--- config.mk ---
export PLATFORM = sky130hd
export DESIGN_NAME = agas_ctrl
export DESIGN_NICKNAME = d
export VERILOG_FILES = /design/src/rtl/agas_pkg.sv /design/src/rtl/agas_ctrl.sv
export SDC_FILE = /design/constraint.sdc
export NUM_CORES = 1
export LEC_CHECK = 0
export BUFFER_PORTS_ARGS = -buffer_cell sky130_fd_sc_hd__buf_4
export CAP_MARGIN = 30
export CORE_AREA = 4 4 41 43
export CTS_BUF_LIST = sky130_fd_sc_hd__clkbuf_4 sky130_fd_sc_hd__clkbuf_8
export CTS_CLUSTER_DIAMETER = 150
export DETAILED_ROUTE_END_ITERATION = 7
export DIE_AREA = 0 0 45 47
export GPL_TIMING_DRIVEN = 0
export HOLD_SLACK_MARGIN = 0.02
export PLACE_DENSITY_LB_ADDON = 0.12
export SETUP_SLACK_MARGIN = 0.02
export SYNTH_ARGS = -nofsm -noshare
export SYNTH_HDL_FRONTEND = slang
export SYNTH_SLANG_ARGS = --single-unit
--- constraint.sdc ---
create_clock -name clk -period 1.9 [get_ports clk]
set_clock_uncertainty 0.15 [all_clocks]
set_input_delay 0.38 -clock clk [delete_from_list [all_inputs] [get_ports clk]]
set_output_delay 0.38 -clock clk [all_outputs]
set_load 0.02 [all_outputs]
--- src/rtl/agas_pkg.sv ---
// ----------------------------------------------------------------------------
// agas_pkg
// Widths, register indexes, controller states and control bundles.
// ----------------------------------------------------------------------------
package agas_pkg;

  localparam int unsigned DataW    = 32;
  localparam int unsigned TempW    = 17;
  localparam int unsigned CountW   = 16;
  localparam int unsigned LimitW   = 31;
  localparam int unsigned CfgAddrW = 3;
  localparam int unsigned InDataW  = 160;
  localparam int unsigned OutDataW = 120;

  // Restoring divider retires two quotient bits per cycle over a 50-bit dividend.
  localparam int unsigned NumW      = 50;
  localparam int unsigned DivSteps  = NumW / 2;
  localparam int unsigned DivCntW   = 5;

  localparam logic [TempW-1:0]  TempOne  = 17'd65536;
  localparam logic [CountW-1:0] CountMax = 16'hFFFF;

  localparam logic [CfgAddrW-1:0] RegDerivTol   = 3'd0;
  localparam logic [CfgAddrW-1:0] RegTempFloor  = 3'd1;
  localparam logic [CfgAddrW-1:0] RegTempFactor = 3'd2;
  localparam logic [CfgAddrW-1:0] RegTargetVal  = 3'd3;
  localparam logic [CfgAddrW-1:0] RegTargetMarg = 3'd4;
  localparam logic [CfgAddrW-1:0] RegIterLimit  = 3'd5;
  localparam logic [CfgAddrW-1:0] RegStepLimit  = 3'd6;

  localparam logic ModeStart = 1'b0;

  typedef enum logic [2:0] {
    ST_IDLE,
    ST_PREP,
    ST_DIV,
    ST_MLO,
    ST_MHI,
    ST_SUM,
    ST_FIN
  } state_t;

  typedef struct packed {
    logic load;
    logic prep;
    logic div;
    logic mul_lo;
    logic mul_hi;
    logic sum;
    logic fin;
  } cmd_t;

  typedef struct packed {
    logic ddx_zero;
    logic out_busy;
  } sts_t;

endpackage

--- src/rtl/agas_ctrl.sv ---
// ----------------------------------------------------------------------------
// agas_ctrl
// Sequencer: load, prepare, divide, two partial multiplies, clamp, finish.
// ----------------------------------------------------------------------------
module agas_ctrl import agas_pkg::*; (
  input  logic clk,
  input  logic rst_n,
  input  logic in_valid,
  output logic in_ready,
  input  sts_t sts,
  output cmd_t cmd
);

  state_t             state_r, state_nxt;
  logic [DivCntW-1:0] cnt_r, cnt_nxt;

  always_ff @(posedge clk) begin
    if (!rst_n) begin
      state_r <= ST_IDLE;
      cnt_r   <= '0;
    end else begin
      state_r <= state_nxt;
      cnt_r   <= cnt_nxt;
    end
  end

  always_comb begin
    state_nxt = state_r;
    cnt_nxt   = cnt_r;
    unique case (state_r)
      ST_IDLE: if (in_valid) state_nxt = ST_PREP;
      ST_PREP: begin
        cnt_nxt   = '0;
        state_nxt = sts.ddx_zero ? ST_SUM : ST_DIV;
      end
      ST_DIV: begin
        cnt_nxt = cnt_r + 1'b1;
        if (cnt_r == DivCntW'(DivSteps - 1)) state_nxt = ST_MLO;
      end
      ST_MLO: state_nxt = ST_MHI;
      ST_MHI: state_nxt = ST_SUM;
      ST_SUM: state_nxt = ST_FIN;
      ST_FIN: if (!sts.out_busy) state_nxt = ST_IDLE;
      default: state_nxt = ST_IDLE;
    endcase
  end

  always_comb begin
    in_ready   = (state_r == ST_IDLE);
    cmd        = '0;
    cmd.load   = (state_r == ST_IDLE) && in_valid;
    cmd.prep   = (state_r == ST_PREP);
    cmd.div    = (state_r == ST_DIV);
    cmd.mul_lo = (state_r == ST_MLO);
    cmd.mul_hi = (state_r == ST_MHI);
    cmd.sum    = (state_r == ST_SUM);
    cmd.fin    = (state_r == ST_FIN) && !sts.out_busy;
  end

endmodule

==> results.py, run 1 <==
metrics = {
    "critical_path": {
        "regToRegSetupSlack_ns": 0.56,
        "crit_start": "state_r[0]",
        "critPathLaunchType": "flop",
        "cp-end-kind": "output port",
        "crit_type": "reg -> out",
        "cp_max_fo": 5,
        "r2r_start": "cnt_r[0]",
        "crit_arrival_ns": 1.23,
        "crit_required_ns": 1.37,
    },
    "global_route": {
        "grt_max_degree": 11,
        "track_usage": 0.109,
        "antenna_found_initial": 0,
        "first_global_vias": 383,
        "grt_pass1_wl_microns": 1650,
        "overflow": 0,
    },
    "cts": {
        "cts_tree": "built",
        "cts_buffer_depth": 2,
        "insertion_delay_ns": 0.25,
        "postCtsHoldBufs": 0,
        "cts_sinks": 8,
        "root_buffer": "clkbuf_4",
        "cts_resized": 0,
        "cts.htree.levels": 1,
        "path_clk_slew_ns": 0.05,
        "post_cts_buffers": 0,
        "numCtsBuffers": 3,
    },
    "sta": {
        "setup_tns_ns": 0,
        "relSlewSlack": 0.776,
        "whs_ns": 0.257,
        "hold_viol_final": 0,
        "setup_slack_ns": 0.136,
        "tightest_slew_ns": 0.335,
        "max_freq_mhz": 567,
        "period_minus_slack_ns": 1.76,
        "period_share": 0.929,
        "setup_viol": 0,
        "drv_slew": 0,
        "rsz0062_at_grt": "no",
    },
    "power": {
        "total_power_w": 0.000465,
        "p_leak_nw": 0.308,
        "power_density_nw_per_um2": 715,
        "ir_drop_uv": 478,
    },
    "drt": {
        "drt_iter0_markers": 6,
        "met3WireLength_microns": 41,
        "wl_met1_microns": 521,
        "drt-total-wl_microns": 1000,
        "drcViolationCount": 0,
        "wl_met2_microns": 438,
        "via_per_inst": 5.15,
        "top_layer_used": "met3",
        "antenna_left": 0,
        "num_vias": 438,
        "drtPass1Iterations": 3,
        "wl_per_cell_microns": 11.8,
    },
    "run": {
        "timing.max_cap.violations": 0,
    },
    "final_layout": {
        "areaGrowthSynthToFinish_pct": 27.1,
        "layout.nets": 79,
        "nFillCells": 130,
        "final_cell_area_sq_um": 651,
        "n_antenna_cell": 0,
        "drive_above_1_share": 0.357,
    },
    "synth": {
        "synth-compound-area-share": 0.183,
        "synthArstFlopShare": 0,
        "yosysSeqAreaShare": 0.313,
        "syn_avg_cell_area_sq_um": 9.30,
        "synth_top_family_by_area": "simple AND/OR/NAND/NOR gates",
        "yosys.area_share.simple": 0.340,
        "ys_top_cells_by_area": "dfxtp_1 (31%), and3b_1 (6.8%), nand2b_1 (6.1%)",
        "yosys.area.top_type_share": 0.313,
        "synthDistinctLibCells": 29,
        "synth-edff-count": 0,
        "synthCells": 55,
        "ys.flop_type": "dfxtp_1",
        "ys_ff_latch": 8,
        "synth_mux_area_frac": 0.0391,
        "synthXorXnorAreaFrac": 0,
        "syn-cell-area_sq_um": 512,
        "synth_nets": 62,
        "synth_fa_ha_area_frac": 0.0489,
        "yosys.area.top_type": "dfxtp_1",
        "yosysWarningCount": 0,
    },
    "die": {
        "fp.dieW_microns": 45,
        "die_h_microns": 47,
        "coreArea_sq_um": 1300,
        "ios": 13,
        "rows": 13,
        "die_area_sq_um": 2120,
        "start_util": 0.393,
    },
    "min_path": {
        "hp-start": "rst_n",
        "hold_path_class": "in -> reg",
    },
    "placement": {
        "hpwl_microns": 748,
        "gp_congestion": 0.674,
        "pre_cts_ws_ns": 0.341,
        "portBuffers": 12,
        "dpl_cell_area_sq_um": 621,
    },
    "status": {
        "outcome": "complete, no violations",
    },
}
## layout make-up
cell class	count	area, sq um	share of cell area
inverter	4	15.0	0.0231
multi-input combinational	40	318	0.488
clock buffer	3	22.5	0.0346
buffer	3	23.8	0.0365
sequential	8	163	0.250
timing repair buffer	12	90.1	0.138
tap	15	18.8	0.0288
## synth_stat cells, drive strengths merged (2+ instances only)
cell / instances
dfxtp: 8
nand3: 4
a21o: 2
a311oi: 2
and3b: 4
ha: 2
o31ai: 2
buf: 3
mux2i: 2
a21oi: 2
nor2: 2
inv: 4
nand2b: 5
nor3b: 2
nand4: 2
## state kept, by name, summed over array words and instances (netlist names)
name     count
cnt_r        5
state_r      3
## critical path, cell delays in order (launching register included)
cell and delay [ns]:
dfxtp_2 0.38, or3b_1 0.40, inv_1 0.08, buf_4 0.13
## where the power goes
| group | leakage [nW] | switching, W | internal (W) | total (W) |
|---|---|---|---|---|
| combinational | 0.228 | 0.0000780 | 0.0000697 | 0.000148 |
| sequential | 0.0657 | 0.0000124 | 0.000178 | 0.000191 |
| clock | 0.0138 | 0.0000548 | 0.0000721 | 0.000127 |
## kinds of logic (layout without fill, tap and decap cells)
logic type	after synthesis	after routing
AOI/OAI and AO/OA	11	11
adders and majority gates	2	2
buffers and inverters	7	22
DFF	8	8
muxes	2	2
and+or+nand+nor	25	25
## cells in the final DEF, fill, tap and decap left out, types with 3 or more instances in the layout
cell,netlist,final
clkbuf_4,0,3
nand3_1,4,4
dfxtp_1,8,6
and3b_1,4,4
nand2b_1,5,5
buf_4,1,13
inv_1,4,4
## routing by layer
metal,vias to the layer above,GRT usage
li1,233,-
met1,198,0.142
met3,0,0.0575
met4,0,0.0351
met2,7,0.155
met5,-,0
## worst paths after layout
| kind | endpoint | cells past startpoint |
|---|---|---|
| worst max-delay path | cmd[5] | 3 |
| worst min register to register | cnt_r[4] | 2 |
| worst min-delay path | state_r[0] | 3 |
| worst max register to register | state_r[0] | 5 |
## through the flow
stage / cells / utilization
floorplan: 55 / -
global placement: 82 / 0.477
detailed placement: 82 / 0.477
CTS: 85 / 0.494
global route: 85 / 0.500
finish: 85 / 0.500
No activity file was read; power rests on OpenSTA's default activity.
==> run 2, diff against run 1 <==
- MAX_ROUTING_LAYER: unset -> met4
- PLACE_DENSITY: unset -> 0.6
- PLACE_DENSITY_LB_ADDON: 0.12 -> unset
==> run 2 against run 1 <==
Fmax is 1.3% lower. Wire length grew 5.2%. Combinational power is essentially flat. Die area stayed put. Sequential share of layout area did not move. Global-route usage grew 1.1 points. Cell count unchanged. Core utilization is the same. Largest power group unchanged.
==> results.py, run 2 (synthesis results as in run 1) <==
metrics = {
    "sta": {
        "max_freq_mhz": 560,
        "tightest_slew_ns": 0.356,
        "period_share": 0.940,
        "setup_slack_ns": 0.113,
        "setup_viol": 0,
        "setup_tns_ns": 0,
        "drv_slew": 0,
        "hold_viol_final": 0,
        "rsz0062_at_grt": "yes",
        "period_minus_slack_ns": 1.79,
        "relSlewSlack": 0.762,
    },
    "final_layout": {
        "final_core_util": 0.500,
        "drive_above_1_share": 0.357,
        "max_flop_register": "cnt_r",
        "layout_commonest_cell": "buf_4",
        "areaGrowthSynthToFinish_pct": 27.1,
        "n_antenna_cell": 0,
        "layout.nets": 79,
        "reg.largest.list": "cnt_r x5, state_r x3",
        "largest_reg_flops": 5,
        "final_cell_mix": "buf_4 (13), dfxtp_1 (6), nand2b_1 (5)",
    },
    "cts": {
        "cts.htree.levels": 1,
        "root_buffer": "clkbuf_4",
        "cts_sinks": 8,
        "cts_tree": "built",
        "post_cts_buffers": 0,
        "path_clk_slew_ns": 0.05,
        "cts_buffer_depth": 2,
        "numCtsBuffers": 3,
        "insertion_delay_ns": 0.25,
    },
    "die": {
        "die_area_sq_um": 2120,
        "ios": 13,
        "coreArea_sq_um": 1300,
        "rows": 13,
        "start_util": 0.393,
        "die_h_microns": 47,
        "fp.dieW_microns": 45,
    },
    "critical_path": {
        "r2r_start": "state_r[1]",
        "endpoint": "cmd[0]",
        "critPathSlowestCell": "dfxtp_2",
        "crit_required_ns": 1.37,
        "critPathBufInv": 2,
        "crit_type": "reg -> out",
        "critPathLaunchType": "flop",
        "cp_top_family": "flip-flops",
        "critPathMaxStageDelay_ns": 0.38,
        "regToRegSetupSlack_ns": 0.54,
        "cp-end-kind": "output port",
        "r2r_end": "cnt_r[2]",
        "path_depth": 4,
        "crit_chain": "buf_6 > nor2b_1 > and3b_1 > buf_4",
        "cp_max_fo": 10,
        "reg2regPathDepth": 3,
        "crit_arrival_ns": 1.26,
        "crit_start": "state_r[2]",
    },
    "drt": {
        "num_vias": 457,
        "drt-total-wl_microns": 1050,
        "wl_per_cell_microns": 12.4,
        "antenna_left": 0,
        "drt_iter0_markers": 6,
        "via_per_inst": 5.38,
        "drcViolationCount": 0,
        "drtPass1Iterations": 4,
    },
    "global_route": {
        "grt_max_degree": 11,
        "grt_pass1_wl_microns": 1630,
        "first_global_vias": 350,
        "overflow": 0,
        "antenna_found_initial": 0,
        "track_usage": 0.121,
    },
    "power": {
        "total_power_w": 0.000471,
        "ir_drop_uv": 309,
        "power_density_nw_per_um2": 723,
        "p_leak_nw": 0.308,
    },
    "placement": {
        "gp_congestion": 0.691,
        "portBuffers": 12,
        "hpwl_microns": 774,
        "pre_cts_ws_ns": 0.311,
    },
    "run": {
        "timing.max_cap.violations": 0,
    },
    "min_path": {
        "hold_path_class": "in -> reg",
    },
    "status": {
        "outcome": "complete, no violations",
    },
}
==> run 2: worst min-delay path by stage <==
stage                         from          to  cells after the start
after floorplan           cnt_r[4]    cnt_r[4]                      2
after global placement    cnt_r[4]    cnt_r[4]                      2
after detailed placement  cnt_r[4]    cnt_r[4]                      2
after CTS                 in_valid  state_r[0]                      3
after global routing         rst_n  state_r[0]                      3
final                        rst_n  state_r[0]                      3
==> run 2: area by class of cell <==
class                   instances  area (sq um)
fillers                       127           651
flip-flops and latches          8           163
inverters                       4          15.0
repair buffers                 12          90.1
multi-input cells              40           318
well taps                      15          18.8
plain buffers                   3          23.8
clock buffers                   3          22.5
==> run 2: worst register-to-register path: cells and delay by family, from the launching register on <==
kind	cells	cell delay, ns
flops	1	0.37
compound gates	1	0.27
simple gates	2	0.49
==> run 2: power breakdown <==
part	switching [W]	internal, W	total [W]	leakage [nW]
logic	0.0000798	0.0000698	0.000150	0.228
clock network	0.0000571	0.0000722	0.000129	0.0138
registers	0.0000134	0.000178	0.000192	0.0657
==> run 2: repair_timing <==
| item | 4_1_cts | 5_1_grt |
|---|---|---|
| resized for setup | 0 | 3 |
| hold buffers | 0 | 0 |
| setup endpoints to repair | 0 | 4 |
==> run 2: stage by stage <==
stage | cell area (sq um) | instances | hold slack [ns]
3_5_place_dp | 621 | 82 | 0.336
4_1_cts | 643 | 85 | 0.257
6_report | 651 | 85 | 0.261
2_1_floorplan | 512 | 55 | 0.308
3_3_place_gp | 621 | 82 | 0.325
5_1_grt | 651 | 85 | 0.253
==> run 2: metal layers <==
| metal | global-route usage | wire length, microns | vias to the layer above | part of all wire |
|---|---|---|---|---|
| li1 | - | - | 233 | - |
| met1 | 0.148 | 493 | 214 | 0.47 |
| met2 | 0.158 | 486 | 8 | 0.46 |
| met3 | 0.0690 | 63 | 2 | 0.060 |
| met4 | 0.0526 | 10 | 0 | 0.0095 |
| met5 | - | 0 | - | 0 |
==> run 3, diff against run 2 <==
- CELL_PAD_IN_SITES_DETAIL_PLACEMENT: unset -> 0
- CELL_PAD_IN_SITES_GLOBAL_PLACEMENT: unset -> 1
- CORE_AREA: 4 4 41 43 -> unset
- CORE_MARGIN: unset -> 4
- CORE_UTILIZATION: unset -> 39
- DIE_AREA: 0 0 45 47 -> unset
- PLACE_DENSITY: 0.6 -> 0.77
- clock period: 1.9 -> 1.95 ns (I/O delays scaled with it)
==> run 3 against run 2 <==
Non-clock buffer count unchanged. First-iteration DRC count unchanged. Sequential power decreased by 3%. Worst setup slack improved by 0.053 ns. Critical path depth unchanged. Wire length decreased by 5.2%. Design area decreased by 0.19%. Cell count decreased by 1.2%. Register-to-register slack improved by 0.08 ns. Sequential cell count unchanged. Die area decreased by 7.5%. Critical path type unchanged. Largest cell class unchanged.
==> results.py, run 3 (synthesis results as in run 1) <==
metrics = {
    "final_layout": {
        "final_cell_mix": "buf_4 (13), dfxtp_1 (6), nand2b_1 (5)",
        "largest_reg_flops": 5,
        "max_flop_register": "cnt_r",
        "layout.nets": 79,
        "areaGrowthSynthToFinish_pct": 26.9,
        "n_antenna_cell": 0,
        "drive_above_1_share": 0.357,
        "layout_commonest_cell": "buf_4",
        "reg.largest.list": "cnt_r x5, state_r x3",
    },
    "sta": {
        "period_share": 0.915,
        "relSlewSlack": 0.781,
        "period_minus_slack_ns": 1.78,
        "setup_tns_ns": 0,
        "setup_slack_ns": 0.167,
        "setup_viol": 0,
        "rsz0062_at_grt": "no",
        "tightest_slew_ns": 0.328,
        "hold_viol_final": 0,
        "drv_slew": 0,
        "max_freq_mhz": 561,
    },
    "cts": {
        "cts.htree.levels": 1,
        "insertion_delay_ns": 0.25,
        "cts_tree": "built",
        "cts_sinks": 8,
        "path_clk_slew_ns": 0.05,
        "cts_buffer_depth": 2,
        "postCtsHoldBufs": 0,
        "post_cts_buffers": 0,
        "root_buffer": "clkbuf_4",
        "numCtsBuffers": 3,
    },
    "die": {
        "die_h_microns": 44.2,
        "coreArea_sq_um": 1170,
        "die_area_sq_um": 1960,
        "ios": 13,
        "rows": 12,
        "start_util": 0.437,
        "fp.dieW_microns": 44.2,
    },
    "critical_path": {
        "cp-end-kind": "output port",
        "crit_required_ns": 1.41,
        "crit_arrival_ns": 1.24,
        "reg2regPathDepth": 5,
        "regToRegSetupSlack_ns": 0.62,
        "cp_max_fo": 10,
        "r2r_start": "cnt_r[0]",
        "critPathLaunchType": "flop",
        "crit_type": "reg -> out",
        "r2r_end": "state_r[0]",
    },
    "power": {
        "total_power_w": 0.000451,
        "power_density_nw_per_um2": 694,
        "p_leak_nw": 0.308,
        "ir_drop_uv": 413,
    },
    "global_route": {
        "track_usage": 0.121,
        "grt_use_met3": 0.0732,
        "grt_max_degree": 11,
        "grt.met2_usage": 0.169,
        "overflow": 0,
        "grt.busiest_layer": "met2",
        "grt_pass1_wl_microns": 1720,
        "globalRouteMet1Util": 0.153,
        "first_global_vias": 413,
        "antenna_found_initial": 0,
    },
    "drt": {
        "via_per_inst": 5.06,
        "drt_iter0_markers": 6,
        "wl_per_cell_microns": 11.9,
        "num_vias": 425,
        "drtPass1Iterations": 4,
        "drcViolationCount": 0,
        "drt-total-wl_microns": 999,
        "antenna_left": 0,
    },
    "status": {
        "outcome": "complete, no violations",
    },
    "min_path": {
        "hold_path_class": "in -> reg",
        "hold_end": "state_r[0]",
        "hp-start": "in_valid",
        "min_path_cells": 3,
    },
    "placement": {
        "pre_cts_ws_ns": 0.368,
        "hpwl_microns": 772,
        "gp_congestion": 0.719,
        "portBuffers": 12,
    },
    "run": {
        "timing.max_cap.violations": 0,
    },
}
[run 3: cell counts in the layout (fill, tap and decap cells not counted)]
No cell type changed its count.
[run 3: through the flow]
stage          cells  area (sq um)  hold WS (ns)  utilization
6_report          84           649         0.263        0.554
5_1_grt           84           649         0.269        0.554
3_5_place_dp      81           619         0.336        0.529
3_3_place_gp      81           619         0.323        0.529
2_1_floorplan     55           512         0.308            -
4_1_cts           84           642         0.264        0.548
[run 3: routing by layer]
layer | vias up | share of wire
met5 | - | 0
met2 | 6 | 0.45
met3 | 0 | 0.052
met1 | 187 | 0.50
met4 | 0 | 0
li1 | 232 | -
[run 3: how the worst max path moves through the flow]
| stage | from | end | slack [ns] |
|---|---|---|---|
| 2_1_floorplan | state_r[2] | cmd[6] | 0.07 |
| 3_3_place_gp | state_r[0] | cmd[5] | 0.37 |
| 3_5_place_dp | state_r[0] | cmd[5] | 0.37 |
| 4_1_cts | state_r[0] | cmd[5] | 0.08 |
| 5_1_grt | state_r[1] | cmd[6] | 0.08 |
| 6_report | state_r[2] | cmd[0] | 0.17 |
[run 3: timing repair]
action | 4_1_cts | 5_1_grt
gates resized for setup | 0 | 3
endpoints found under the hold margin | 0 | 0
endpoints found under the setup margin | 0 | 3
[run 3: final cells by class]
cell class              count  area, sq um
repair buffers             12         90.1
multi-input cells          40          318
flip-flops and latches      8          163
well taps                  14         17.5
fillers                   118          522
inverters                   4         15.0
plain buffers               3         23.8
clock buffers               3         22.5
[run 3: critical path, stage by stage, from the launching register on]
cell and delay [ns]:
dfxtp_2 0.38, buf_6 0.15, nor2b_1 0.16, and3b_1 0.17
buf_4 0.14
[run 3: where the power goes]
part | internal, W | switching, W | total, W | leakage (nW)
Combinational | 0.0000679 | 0.0000768 | 0.000145 | 0.228
Clock | 0.0000700 | 0.0000499 | 0.000120 | 0.0138
Sequential | 0.000174 | 0.0000120 | 0.000186 | 0.0657
